[src/rtl/core/sseg_pkg.sv]
// ----------------------------------------------------------------------------
// Sentence segmenter package
// Shared constants, character classes and types of the segmenter core.
// ----------------------------------------------------------------------------
`timescale 1ns / 1ps

package sseg_pkg;

  localparam int BUFFER_BYTES_DEF = 32;
  localparam int BYTE_W = 8;

  localparam logic [BYTE_W-1:0] CH_PERIOD   = 8'h2E;
  localparam logic [BYTE_W-1:0] CH_QUESTION = 8'h3F;
  localparam logic [BYTE_W-1:0] CH_EXCLAIM  = 8'h21;
  localparam logic [BYTE_W-1:0] CH_SPACE    = 8'h20;
  localparam logic [BYTE_W-1:0] CH_TAB      = 8'h09;
  localparam logic [BYTE_W-1:0] CH_CR       = 8'h0D;
  localparam logic [BYTE_W-1:0] CH_LF       = 8'h0A;
  localparam logic [BYTE_W-1:0] CH_APOS     = 8'h27;
  localparam logic [BYTE_W-1:0] CH_QUOTE    = 8'h22;
  localparam logic [BYTE_W-1:0] CH_RPAREN   = 8'h29;
  localparam logic [BYTE_W-1:0] CH_RBRACKET = 8'h5D;
  localparam logic [BYTE_W-1:0] CH_RBRACE   = 8'h7D;

  typedef struct packed {
    logic              seg_last;
    logic [BYTE_W-1:0] seg_byte;
  } out_item_t;

  function automatic logic is_space(input logic [BYTE_W-1:0] c);
    return (c == CH_SPACE) || (c == CH_TAB) || (c == CH_CR) || (c == CH_LF);
  endfunction

  function automatic logic is_closer(input logic [BYTE_W-1:0] c);
    return (c == CH_APOS) || (c == CH_QUOTE) || (c == CH_RPAREN) ||
           (c == CH_RBRACKET) || (c == CH_RBRACE);
  endfunction

  function automatic logic is_term(input logic [BYTE_W-1:0] c);
    return (c == CH_PERIOD) || (c == CH_QUESTION) || (c == CH_EXCLAIM);
  endfunction

endpackage

[src/rtl/core/sentence_segmenter_core.sv]
// ----------------------------------------------------------------------------
// Sentence segmenter core
// Splits a byte stream into whitespace-trimmed sentence segments.
// ----------------------------------------------------------------------------
// The input stream carries one text byte per word in in_tdata; in_tuser set
// marks an end-of-text word that carries no byte and flushes the buffer.
// The output stream carries one segment byte per word, with out_tlast on the
// final byte of each segment. Empty segments produce no words.
// A byte that only gets stored is accepted in ST_IDLE and then written into
// the text RAM in ST_APPEND. A flush walks the RAM, one read per cycle while
// the output queue has room, and emits the trimmed bytes; a full-buffer split
// stores the new byte after the walk. The first segment byte passes the RAM
// read register before it enters the output queue.
// Segment bytes pass a two-entry output queue, so a stall on out_tready only
// pauses the RAM walk; the input stays closed until the walk completes.
// Reset clears the fill count, the read pointer and the sentence flag; the
// RAM contents are not cleared and need no clearing pass.
// ----------------------------------------------------------------------------
`timescale 1ns / 1ps

module sentence_segmenter_core #(
  parameter int BUFFER_BYTES = sseg_pkg::BUFFER_BYTES_DEF
) (
  input  logic       clk,
  input  logic       rst_n,
  input  logic       in_tvalid,
  output logic       in_tready,
  input  logic [7:0] in_tdata,   // [7:0] text_byte
  input  logic       in_tuser,   // [0] end_of_text
  output logic       out_tvalid,
  input  logic       out_tready,
  output logic [7:0] out_tdata,  // [7:0] segment_byte
  output logic       out_tlast
);

  localparam int AW = $clog2(BUFFER_BYTES);
  localparam int CW = $clog2(BUFFER_BYTES + 1);

  logic                        wr_en;
  logic [AW-1:0]               wr_addr;
  logic [sseg_pkg::BYTE_W-1:0] wr_data;
  logic                        rd_en;
  logic [AW-1:0]               rd_addr;
  logic [sseg_pkg::BYTE_W-1:0] rd_data;
  logic [1:0]                  q_free;
  logic                        q_push;
  sseg_pkg::out_item_t         q_item;
  sseg_pkg::out_item_t         out_item;

  sseg_ctrl #(
    .BUFFER_BYTES (BUFFER_BYTES),
    .AW           (AW),
    .CW           (CW)
  ) u_ctrl (
    .clk      (clk),
    .rst_n    (rst_n),
    .in_valid (in_tvalid),
    .in_ready (in_tready),
    .in_byte  (in_tdata),
    .in_eot   (in_tuser),
    .wr_en    (wr_en),
    .wr_addr  (wr_addr),
    .wr_data  (wr_data),
    .rd_en    (rd_en),
    .rd_addr  (rd_addr),
    .rd_data  (rd_data),
    .q_free   (q_free),
    .q_push   (q_push),
    .q_item   (q_item)
  );

  sseg_ram #(
    .DEPTH (BUFFER_BYTES),
    .AW    (AW)
  ) u_ram (
    .clk     (clk),
    .wr_en   (wr_en),
    .wr_addr (wr_addr),
    .wr_data (wr_data),
    .rd_en   (rd_en),
    .rd_addr (rd_addr),
    .rd_data (rd_data)
  );

  sseg_out_fifo u_out_fifo (
    .clk        (clk),
    .rst_n      (rst_n),
    .push       (q_push),
    .push_item  (q_item),
    .free_slots (q_free),
    .out_valid  (out_tvalid),
    .out_ready  (out_tready),
    .out_item   (out_item)
  );

  assign out_tdata = out_item.seg_byte;
  assign out_tlast = out_item.seg_last;

endmodule

[src/rtl/core/sseg_ram.sv]
// ----------------------------------------------------------------------------
// Segmenter text RAM
// Single-write, single-read synchronous memory with a registered read port.
// ----------------------------------------------------------------------------
`timescale 1ns / 1ps

module sseg_ram #(
  parameter int DEPTH = sseg_pkg::BUFFER_BYTES_DEF,
  parameter int AW    = $clog2(DEPTH)
) (
  input  logic                        clk,
  input  logic                        wr_en,
  input  logic [AW-1:0]               wr_addr,
  input  logic [sseg_pkg::BYTE_W-1:0] wr_data,
  input  logic                        rd_en,
  input  logic [AW-1:0]               rd_addr,
  output logic [sseg_pkg::BYTE_W-1:0] rd_data
);

  logic [sseg_pkg::BYTE_W-1:0] mem [DEPTH];
  logic [sseg_pkg::BYTE_W-1:0] rd_data_r;

  always_ff @(posedge clk) begin
    if (wr_en) begin
      mem[wr_addr] <= wr_data;
    end
  end

  always_ff @(posedge clk) begin
    if (rd_en) begin
      rd_data_r <= mem[rd_addr];
    end
  end

  assign rd_data = rd_data_r;

endmodule

[src/rtl/core/sseg_out_fifo.sv]
// ----------------------------------------------------------------------------
// Segmenter output queue
// Two-entry queue between the RAM read path and the result channel.
// ----------------------------------------------------------------------------
`timescale 1ns / 1ps

module sseg_out_fifo (
  input  logic                clk,
  input  logic                rst_n,
  input  logic                push,
  input  sseg_pkg::out_item_t push_item,
  output logic [1:0]          free_slots,
  output logic                out_valid,
  input  logic                out_ready,
  output sseg_pkg::out_item_t out_item
);

  sseg_pkg::out_item_t entry_r [2];
  logic       wr_ptr_r;
  logic       rd_ptr_r;
  logic [1:0] count_r;
  logic       pop;

  assign out_valid  = (count_r != 2'd0);
  assign out_item   = entry_r[rd_ptr_r];
  assign pop        = out_valid && out_ready;
  assign free_slots = (2'd2 - count_r) + {1'b0, pop};

  always_ff @(posedge clk) begin
    if (!rst_n) begin
      wr_ptr_r <= 1'b0;
      rd_ptr_r <= 1'b0;
      count_r  <= 2'd0;
    end else begin
      if (push) begin
        wr_ptr_r <= ~wr_ptr_r;
      end
      if (pop) begin
        rd_ptr_r <= ~rd_ptr_r;
      end
      count_r <= count_r + {1'b0, push} - {1'b0, pop};
    end
  end

  always_ff @(posedge clk) begin
    if (push) begin
      entry_r[wr_ptr_r] <= push_item;
    end
  end

endmodule

[src/rtl/core/sseg_ctrl.sv]
// ----------------------------------------------------------------------------
// Segmenter control
// Keeps the ring pointers and trim marks, and sequences stores and flushes.
// ----------------------------------------------------------------------------
`timescale 1ns / 1ps

module sseg_ctrl #(
  parameter int BUFFER_BYTES = sseg_pkg::BUFFER_BYTES_DEF,
  parameter int AW           = $clog2(BUFFER_BYTES),
  parameter int CW           = $clog2(BUFFER_BYTES + 1)
) (
  input  logic                        clk,
  input  logic                        rst_n,
  input  logic                        in_valid,
  output logic                        in_ready,
  input  logic [sseg_pkg::BYTE_W-1:0] in_byte,
  input  logic                        in_eot,
  output logic                        wr_en,
  output logic [AW-1:0]               wr_addr,
  output logic [sseg_pkg::BYTE_W-1:0] wr_data,
  output logic                        rd_en,
  output logic [AW-1:0]               rd_addr,
  input  logic [sseg_pkg::BYTE_W-1:0] rd_data,
  input  logic [1:0]                  q_free,
  output logic                        q_push,
  output sseg_pkg::out_item_t         q_item
);

  localparam logic [1:0] ST_IDLE   = 2'd0;
  localparam logic [1:0] ST_FLUSH  = 2'd1;
  localparam logic [1:0] ST_APPEND = 2'd2;
  localparam logic [1:0] ST_DRAIN  = 2'd3;

  localparam logic [CW-1:0] FULL = CW'(BUFFER_BYTES);
  localparam logic [CW:0]   WRAP = (CW + 1)'(BUFFER_BYTES);

  logic [1:0]                  state_r, state_nxt;
  logic [AW-1:0]               head_r, head_nxt;
  logic [CW-1:0]               fill_r, fill_nxt;
  logic [CW-1:0]               cut_r, cut_nxt;
  logic [CW-1:0]               cut_hi_r, cut_hi_nxt;
  logic [CW-1:0]               first_ns_r, first_ns_nxt;
  logic [CW-1:0]               last_ns_r, last_ns_nxt;
  logic                        has_ns_r, has_ns_nxt;
  logic                        pending_r, pending_nxt;
  logic                        rd_v_r, rd_v_nxt;
  logic                        rd_last_r, rd_last_nxt;
  logic [CW-1:0]               idx_r, idx_nxt;
  logic [CW-1:0]               end_r, end_nxt;
  logic [CW-1:0]               len_r, len_nxt;
  logic                        then_append_r, then_append_nxt;
  logic                        space_path_r, space_path_nxt;
  logic [sseg_pkg::BYTE_W-1:0] byte_r, byte_nxt;
  logic [CW-1:0]               split_len;
  logic [CW-1:0]               split_hi;
  logic                        can_issue;

  function automatic logic [AW-1:0] wrap_add(input logic [AW-1:0] base,
                                             input logic [CW-1:0] off);
    logic [CW:0] sum;
    sum = {{(CW + 1 - AW){1'b0}}, base} + {1'b0, off};
    if (sum >= WRAP) begin
      sum = sum - WRAP;
    end
    return sum[AW-1:0];
  endfunction

  assign split_len = (cut_r != '0) ? cut_r : fill_r;
  assign split_hi  = (cut_r != '0) ? cut_hi_r : last_ns_r;
  assign can_issue = rd_v_r ? (q_free == 2'd2) : (q_free != 2'd0);

  assign in_ready = (state_r == ST_IDLE);
  assign q_push   = rd_v_r;
  assign q_item   = '{seg_last: rd_last_r, seg_byte: rd_data};
  assign rd_addr  = wrap_add(head_r, idx_r);
  assign wr_addr  = wrap_add(head_r, fill_r);
  assign wr_data  = byte_r;

  always_comb begin
    state_nxt       = state_r;
    head_nxt        = head_r;
    fill_nxt        = fill_r;
    cut_nxt         = cut_r;
    cut_hi_nxt      = cut_hi_r;
    first_ns_nxt    = first_ns_r;
    last_ns_nxt     = last_ns_r;
    has_ns_nxt      = has_ns_r;
    pending_nxt     = pending_r;
    rd_v_nxt        = 1'b0;
    rd_last_nxt     = rd_last_r;
    idx_nxt         = idx_r;
    end_nxt         = end_r;
    len_nxt         = len_r;
    then_append_nxt = then_append_r;
    space_path_nxt  = space_path_r;
    byte_nxt        = byte_r;
    rd_en           = 1'b0;
    wr_en           = 1'b0;
    case (state_r)
      ST_IDLE: begin
        if (in_valid) begin
          byte_nxt = in_byte;
          if (in_eot) begin
            if (fill_r != '0) begin
              idx_nxt         = first_ns_r;
              end_nxt         = last_ns_r;
              len_nxt         = fill_r;
              then_append_nxt = 1'b0;
              state_nxt       = ST_FLUSH;
            end
          end else begin
            space_path_nxt = pending_r && sseg_pkg::is_space(in_byte);
            if (!(pending_r && sseg_pkg::is_space(in_byte))) begin
              pending_nxt = pending_r && sseg_pkg::is_closer(in_byte);
            end
            if (fill_r == FULL) begin
              idx_nxt         = first_ns_r;
              end_nxt         = split_hi;
              len_nxt         = split_len;
              then_append_nxt = 1'b1;
              state_nxt       = ST_FLUSH;
            end else begin
              state_nxt = ST_APPEND;
            end
          end
        end
      end
      ST_FLUSH: begin
        if (idx_r < end_r) begin
          if (can_issue) begin
            rd_en       = 1'b1;
            rd_v_nxt    = 1'b1;
            rd_last_nxt = ((idx_r + CW'(1)) == end_r);
            idx_nxt     = idx_r + CW'(1);
          end
        end else begin
          head_nxt    = wrap_add(head_r, len_r);
          fill_nxt    = fill_r - len_r;
          pending_nxt = 1'b0;
          cut_nxt     = '0;
          cut_hi_nxt  = '0;
          first_ns_nxt = '0;
          if (len_r == fill_r) begin
            has_ns_nxt  = 1'b0;
            last_ns_nxt = '0;
          end else begin
            has_ns_nxt  = 1'b1;
            last_ns_nxt = fill_r - len_r;
          end
          state_nxt = then_append_r ? ST_APPEND : ST_IDLE;
        end
      end
      ST_APPEND: begin
        wr_en    = 1'b1;
        fill_nxt = fill_r + CW'(1);
        if (sseg_pkg::is_space(byte_r)) begin
          cut_nxt    = fill_r + CW'(1);
          cut_hi_nxt = last_ns_r;
        end else begin
          last_ns_nxt = fill_r + CW'(1);
          if (!has_ns_r) begin
            first_ns_nxt = fill_r;
            has_ns_nxt   = 1'b1;
          end
        end
        if (sseg_pkg::is_term(byte_r)) begin
          pending_nxt = 1'b1;
        end
        state_nxt = space_path_r ? ST_DRAIN : ST_IDLE;
      end
      ST_DRAIN: begin
        idx_nxt         = first_ns_r;
        end_nxt         = last_ns_r;
        len_nxt         = fill_r;
        then_append_nxt = 1'b0;
        state_nxt       = ST_FLUSH;
      end
      default: begin
        state_nxt = ST_IDLE;
      end
    endcase
  end

  always_ff @(posedge clk) begin
    if (!rst_n) begin
      state_r    <= ST_IDLE;
      head_r     <= '0;
      fill_r     <= '0;
      cut_r      <= '0;
      cut_hi_r   <= '0;
      first_ns_r <= '0;
      last_ns_r  <= '0;
      has_ns_r   <= 1'b0;
      pending_r  <= 1'b0;
      rd_v_r     <= 1'b0;
    end else begin
      state_r    <= state_nxt;
      head_r     <= head_nxt;
      fill_r     <= fill_nxt;
      cut_r      <= cut_nxt;
      cut_hi_r   <= cut_hi_nxt;
      first_ns_r <= first_ns_nxt;
      last_ns_r  <= last_ns_nxt;
      has_ns_r   <= has_ns_nxt;
      pending_r  <= pending_nxt;
      rd_v_r     <= rd_v_nxt;
    end
  end

  always_ff @(posedge clk) begin
    rd_last_r     <= rd_last_nxt;
    idx_r         <= idx_nxt;
    end_r         <= end_nxt;
    len_r         <= len_nxt;
    then_append_r <= then_append_nxt;
    space_path_r  <= space_path_nxt;
    byte_r        <= byte_nxt;
  end

endmodule

[config.mk]
export PLATFORM = sky130hd
export DESIGN_NAME = sentence_segmenter_core
export DESIGN_NICKNAME = d
export VERILOG_FILES = /design/src/rtl/core/sseg_pkg.sv /design/src/rtl/core/sentence_segmenter_core.sv /design/src/rtl/core/sseg_ram.sv /design/src/rtl/core/sseg_out_fifo.sv /design/src/rtl/core/sseg_ctrl.sv
export SDC_FILE = /design/constraint.sdc
export NUM_CORES = 1
export LEC_CHECK = 0
export ABC_AREA = 1
export BUFFER_PORTS_ARGS = -buffer_cell sky130_fd_sc_hd__clkbuf_2
export CAP_MARGIN = 20
export CORE_MARGIN = 2
export CORE_UTILIZATION = 30
export DETAILED_ROUTE_END_ITERATION = 7
export GPL_TIMING_DRIVEN = 1
export PLACE_DENSITY = 0.45
export SLEW_MARGIN = 20
export SYNTH_ARGS = -nofsm -noshare
export SYNTH_HDL_FRONTEND = slang
export SYNTH_HIERARCHICAL = 1
export SYNTH_SLANG_ARGS = --single-unit
[constraint.sdc]
create_clock -name clk -period 3.05 [get_ports clk]
set_clock_uncertainty 0.2 [all_clocks]
set_input_delay 0.7625 -clock clk [delete_from_list [all_inputs] [get_ports clk]]
set_output_delay 0.7625 -clock clk [all_outputs]
set_load 0.005 [all_outputs]
==> results of run 1 <==
[per-stage QoR]
stage	instances	power (µW)	utilization [%]	cell area, µm²
after global placement	2259	17600	32.6	17200
after global routing	2336	24000	35.1	18500
final	2336	22300	35.1	18500
after CTS	2336	22600	35.1	18500
after detailed placement	2259	17700	32.6	17200
after floorplan	1543	14500	-	16100
[where the power goes]
group / internal (µW) / leakage (µW) / switching [µW]
Combinational: 3320 / 0.00335 / 7390
Clock: 2840 / 0.000667 / 2050
Sequential: 6300 / 0.00319 / 425
[metal layers]
metal	GRT usage, %	wire length (µm)
met5	0	0
met4	4.71	925
met3	2.13	1580
met2	24.4	19200
met1	20.4	19300
[kinds of logic after synthesis]
logic type | synth area share (%)
AO/OA/AOI/OAI | 2.95
XOR/XNOR | 1.09
adder cells (fa/ha/maj) | 3.06
buffers and inverters | 5.64
flip-flops | 63.6
multiplexers | 0.839
AND/OR/NAND/NOR | 22.8
[final timing paths]
check,startpoint,to,slack [ns],cells after the start
hold reg to reg,u_ctrl/rd_last_r$_DFFE_PP_,u_out_fifo/entry_r[1][8]$_DFFE_PP_,0.26,0
hold / removal,in_tdata[6],u_ctrl/wr_data[6]$_DFFE_PP_,0.20,1
setup reg to reg,u_ctrl/fill_r[1]$_SDFFE_PN0P_,u_ram/mem[5][7]$_DFFE_PP_,0.22,9
setup / recovery,u_ctrl/fill_r[1]$_SDFFE_PN0P_,u_ram/mem[5][7]$_DFFE_PP_,0.22,9
[flip-flops by register name (all words and copies together) (netlist names), 2 cells and up, named ones only]
| name | cells |
|---|---|
| u_ctrl/cut_hi_r | 6 |
| u_ctrl/cut_r | 6 |
| u_ctrl/end_r | 6 |
| u_ctrl/fill_r | 6 |
| u_ctrl/first_ns_r | 6 |
| u_ctrl/head_r | 5 |
| u_ctrl/idx_r | 6 |
| u_ctrl/last_ns_r | 6 |
| u_ctrl/len_r | 6 |
| u_ctrl/state_r | 2 |
| u_ctrl/wr_data | 8 |
| u_out_fifo/count_r | 2 |
| u_out_fifo/entry_r | 18 |
| u_ram/mem | 256 |
| u_ram/rd_data | 8 |
[placed cells by master (no fill, tap or decap), drive strengths merged]
master and count:
o21bai 1, nand3b 2, xor2 14, nor2 95, nor4 1, a21oi 36, ha 33, xnor2 6
nand3 234, mux2 9, nor3 12, a41oi 1, buf 77, clkbuf 79, clkinv 16, edfxtp 311
fa 4, inv 98, o21ai 43, nand4 5, bufinv 2, nand2 513, a31oi 1, o2111ai 1
o22ai 6, dfxtp 45, or2 3
[layout make-up]
| type | count | area, µm² |
|---|---|---|
| clock buffers | 56 | 1140 |
| clock inverters | 21 | 205 |
| fillers | 5357 | 34200 |
| inverters | 95 | 363 |
| multi-input cells | 1020 | 4970 |
| flip-flops and latches | 356 | 10200 |
| well taps | 688 | 861 |
| repair buffers | 100 | 756 |
==> out/results.ini, run 1 <==
[sta]
finalSetupTns_ns = 0
final_hold_viol_count = 0
fmax_ghz = 0.353
slew_headroom_pct = 44.7
slew_violations = 0
period_needed_ns = 2.83
hold_slack_ns = 0.204
setup_slack_ns = 0.220
worst_pin_slew_ns = 0.827
rsz0062_at_grt = no
fin_crit_sh_pct = 92.8
setup_violations = 0

[yosys]
ys_ff_latch = 356
synth_top_area_cell = edfxtp_1
ys_types = 40
synth_common_cells = nand2_1, edfxtp_1, nand3_1
post-synth-top-count-cell = nand2_1
netlist_instances = 1543
synthFlopType = edfxtp_1
avgSynthCellArea_um2 = 10.4
syn_nets = 1593
synth_enable_flop_cells = 311
yosysSeqAreaShare_pct = 63.6
syn_area_um2 = 16100
synth_area_leaders = edfxtp_1, nand2_1, nand3_1
async_flop_share_pct = 0
yosysTopAreaCellShare_pct = 58.0
ys.warnings.count = 6

[cts]
cts-resized-gates = 0
htreeDepth = 2
ctsHoldBuffers = 0
cts_tree = built
cts_root_buf = clkbuf_16
numCtsBuffers = 42
clock-sinks = 356
clockBufferDepth = 3
clk_latency_ns = 0.57
clkTransAtPathRegs_ns = 0.05
cts_setup_buffers = 0

[finish]
antenna_cells = 0
area_delta_synth_final_pct = 15.2
layout-drive-gt1-share_pct = 12.2
nNetsFinal = 1665

[floorplanning]
die_area_um2 = 55500
io_pins = 24
core_um2 = 52800
core.rowCount = 84
start_util_pct = 30.5
die_w_um = 236
chipHeight_um = 236

[global_routing]
gr-total-overflow = 0
grt_pass1_wl_um = 63500
antenna_found_initial = 0
grt_usage_pct = 14.9
grt_pass1_vias = 10606
grt_start_max_net_pins = 129

[setup_path]
crit_type = flip-flop to flip-flop
crit_chain = inv_1 > fa_1 > o21ai_0 > xor2_1 > buf_4 > inv_1 > nand3_1 > nor2_1 > buf_4
critPathSlowestCell = fa_1
critical_path_buf_inv_count = 4
crit_path_max_incr_delay_ns = 0.45
start_kind = flip-flop
cp_max_fo = 8
cp.required_ns = 3.12
crit_family = buffers and inverters
critPathArrivalTime_ns = 2.90
worst_setup_path_end_kind = flip-flop

[drt]
wl_per_cell_um = 17.5
drc = 0
drt-total-wl_um = 40900
drt-vias-per-instance = 4.58
first_pass_iters = 5
final_antenna_net_count = 0
via_count = 10702
drtIter0Drc = 771

[power]
p_leak_uw = 0.00721
powerDensity_nw_per_um2 = 1200
peakVddDrop_mv = 0.907

[place]
place.gp.congestion = 0.819
io_buffers = 23
place_ws_ns = 0.269
dp_hpwl_um = 26100

[hold_path]
hp-class = input port to flip-flop

[status]
outcome = finished clean

[run]
maxCapViolations = 0

(Power assumes the default switching activity.)
==> run 2, diff against run 1 <==
--- a/config.mk
+++ b/config.mk
@@ -6,12 +6,12 @@
 export NUM_CORES = 1
 export LEC_CHECK = 0
 export ABC_AREA = 1
-export BUFFER_PORTS_ARGS = -buffer_cell sky130_fd_sc_hd__clkbuf_2
+export BUFFER_PORTS_ARGS = -buffer_cell sky130_fd_sc_hd__buf_2
 export CAP_MARGIN = 20
 export CORE_MARGIN = 2
 export CORE_UTILIZATION = 30
 export DETAILED_ROUTE_END_ITERATION = 7
-export GPL_TIMING_DRIVEN = 1
+export GPL_TIMING_DRIVEN = 0
 export PLACE_DENSITY = 0.45
 export SLEW_MARGIN = 20
 export SYNTH_ARGS = -nofsm -noshare
==> run 2 against run 1 <==
Compared with the run above: worst hold slack better by 0.026 ns; utilization up 1.7 points; die area unchanged; highest routed layer unchanged.
==> out/results.ini, run 2 (synthesis gave the netlist of run 1 again) <==
[setup_path]
crit_chain = ha_1 > inv_1 > fa_1 > inv_1 > buf_6 > clkbuf_4 > nand3_1 > nand3_1 > nand2_1 > nand2_1 > nand2_1 > nand2_1 > nand2_1
crit_type = flip-flop to flip-flop
critPathLaunch = u_ctrl/idx_r[0]$_DFFE_PP_
r2r-start = u_ctrl/idx_r[0]$_DFFE_PP_
cp.required_ns = 3.14
r2r_cells = 13
worst_setup_path_end_kind = flip-flop
cp_max_fo = 10
cpMostUsedCell = nand2_1
crit_path_max_incr_delay_ns = 0.42
critPathArrivalTime_ns = 2.93
critPathSlowestCell = edfxtp_1
crit_family = simple AND/OR/NAND/NOR gates
worst-path-stages = 13
start_kind = flip-flop
rrSetupSlack_ns = 0.20
worstReg2RegEnd = u_ram/rd_data[0]$_DFFE_PP_
critical_path_buf_inv_count = 4

[cts]
clock-sinks = 356
clockBufferDepth = 3
ctsHoldBuffers = 0
numCtsBuffers = 42
cts_tree = built
htreeDepth = 2
clkTransAtPathRegs_ns = 0.06
clk_latency_ns = 0.56
cts_root_buf = clkbuf_16

[global_routing]
grt_util_met2_pct = 23.8
gr-total-overflow = 0
grt_pass1_wl_um = 66000
grt_use_met1_pct = 23.5
global_route.peak_usage_layer = met2
antenna_found_initial = 0
met3_usage_pct = 2.18
grt_usage_pct = 15.8
grt_start_max_net_pins = 21
grt_pass1_vias = 10502

[drt]
wl_per_cell_um = 18.4
drtIter0Drc = 725
final_antenna_net_count = 0
drt-total-wl_um = 43700
via_count = 11099
drc = 0
drt-vias-per-instance = 4.68
first_pass_iters = 6

[finish]
multiInputGateArea_um2 = 5310
regMostFlops = u_ram/mem
top_regs = u_ram/mem (256), u_out_fifo/entry_r (18)
antenna_cells = 0
final_cell_mix = nand2_1, edfxtp_1, nand3_1
layout-drive-gt1-share_pct = 16.4
regArea_um2 = 10200
nFillCells = 5219
final_common_cell = nand2_1
nNetsFinal = 1704
area_delta_synth_final_pct = 20.7
largest_register_ffs = 256

[sta]
setup_violations = 0
period_needed_ns = 2.85
fmax_ghz = 0.351
rsz0062_at_grt = no
finalSetupTns_ns = 0
final_hold_viol_count = 0
fin_crit_sh_pct = 93.3
slew_headroom_pct = 45.2
worst_pin_slew_ns = 0.815
slew_violations = 0

[place]
dp_hpwl_um = 30800
place.gp.congestion = 0.872
io_buffers = 23

[status]
outcome = finished clean

[floorplanning]
core_um2 = 52800
core.rowCount = 84
start_util_pct = 30.5
io_pins = 24
die_w_um = 236
die_area_um2 = 55500
chipHeight_um = 236

[hold_path]
whs_endpoint = u_ctrl/wr_data[5]$_DFFE_PP_
hold_start = in_tdata[5]
hold_path_depth = 1
hp-class = input port to flip-flop

[run]
maxCapViolations = 0

## run 2: layout make-up
class	instances	share of cell area, %
Multi-Input combinational cell	1020	27.3
Clock inverter	23	0.760
Tap cell	688	4.43
Timing Repair Buffer	67	4.03
Clock buffer	53	5.84
Buffer	72	2.97
Sequential cell	356	52.7
Inverter	95	1.89
## run 2: worst max path at each step
stage	end	slack, ns
after global placement	u_ram/mem[18][2]$_DFFE_PP_	-0.48
after floorplan	u_ram/mem[30][0]$_DFFE_PP_	0.41
after global routing	u_ram/mem[24][1]$_DFFE_PP_	0.03
after CTS	u_ram/rd_data[5]$_DFFE_PP_	0.009
after detailed placement	u_ram/mem[18][2]$_DFFE_PP_	-0.53
final	u_ram/rd_data[0]$_DFFE_PP_	0.20
## run 2: worst reg2reg max path, cell delays in order, from the launching register on
cell      delay, ns
edfxtp_1       0.42
ha_1           0.22
inv_1          0.07
fa_1           0.40
inv_1          0.14
buf_6          0.20
clkbuf_4       0.24
nand3_1        0.12
nand3_1        0.14
nand2_1        0.08
nand2_1        0.08
nand2_1        0.08
nand2_1        0.08
nand2_1        0.11
## run 2: through the flow
stage	setup WS (ns)	hold WS [ns]	std cells	cell area, µm²	util, %
after floorplan	0.408	0.241	1543	16100	-
final	0.204	0.230	2374	19400	36.8
after global placement	-0.476	0.260	2254	17100	32.4
after global routing	0.0310	0.205	2374	19400	36.8
after CTS	0.00878	0.199	2369	19300	36.5
after detailed placement	-0.530	0.272	2269	17400	32.9
## run 2: repair_timing
action	CTS	global route
gates cloned	0	0
pin swaps	14	5
buffers inserted	24	5
resized for setup	93	14
setup endpoints to repair	264	219
## run 2: routing by layer
| metal | up-vias | wire, µm |
|---|---|---|
| met5 | - | 0 |
| met4 | 0 | 933 |
| met3 | 57 | 1700 |
| met2 | 219 | 19300 |
| met1 | 5347 | 21800 |
| li1 | 5476 | - |
Power of run 2 is left out: the tool's default activity adds up to more than one toggle a clock period on the data nets, which glitch-free logic cannot reach.
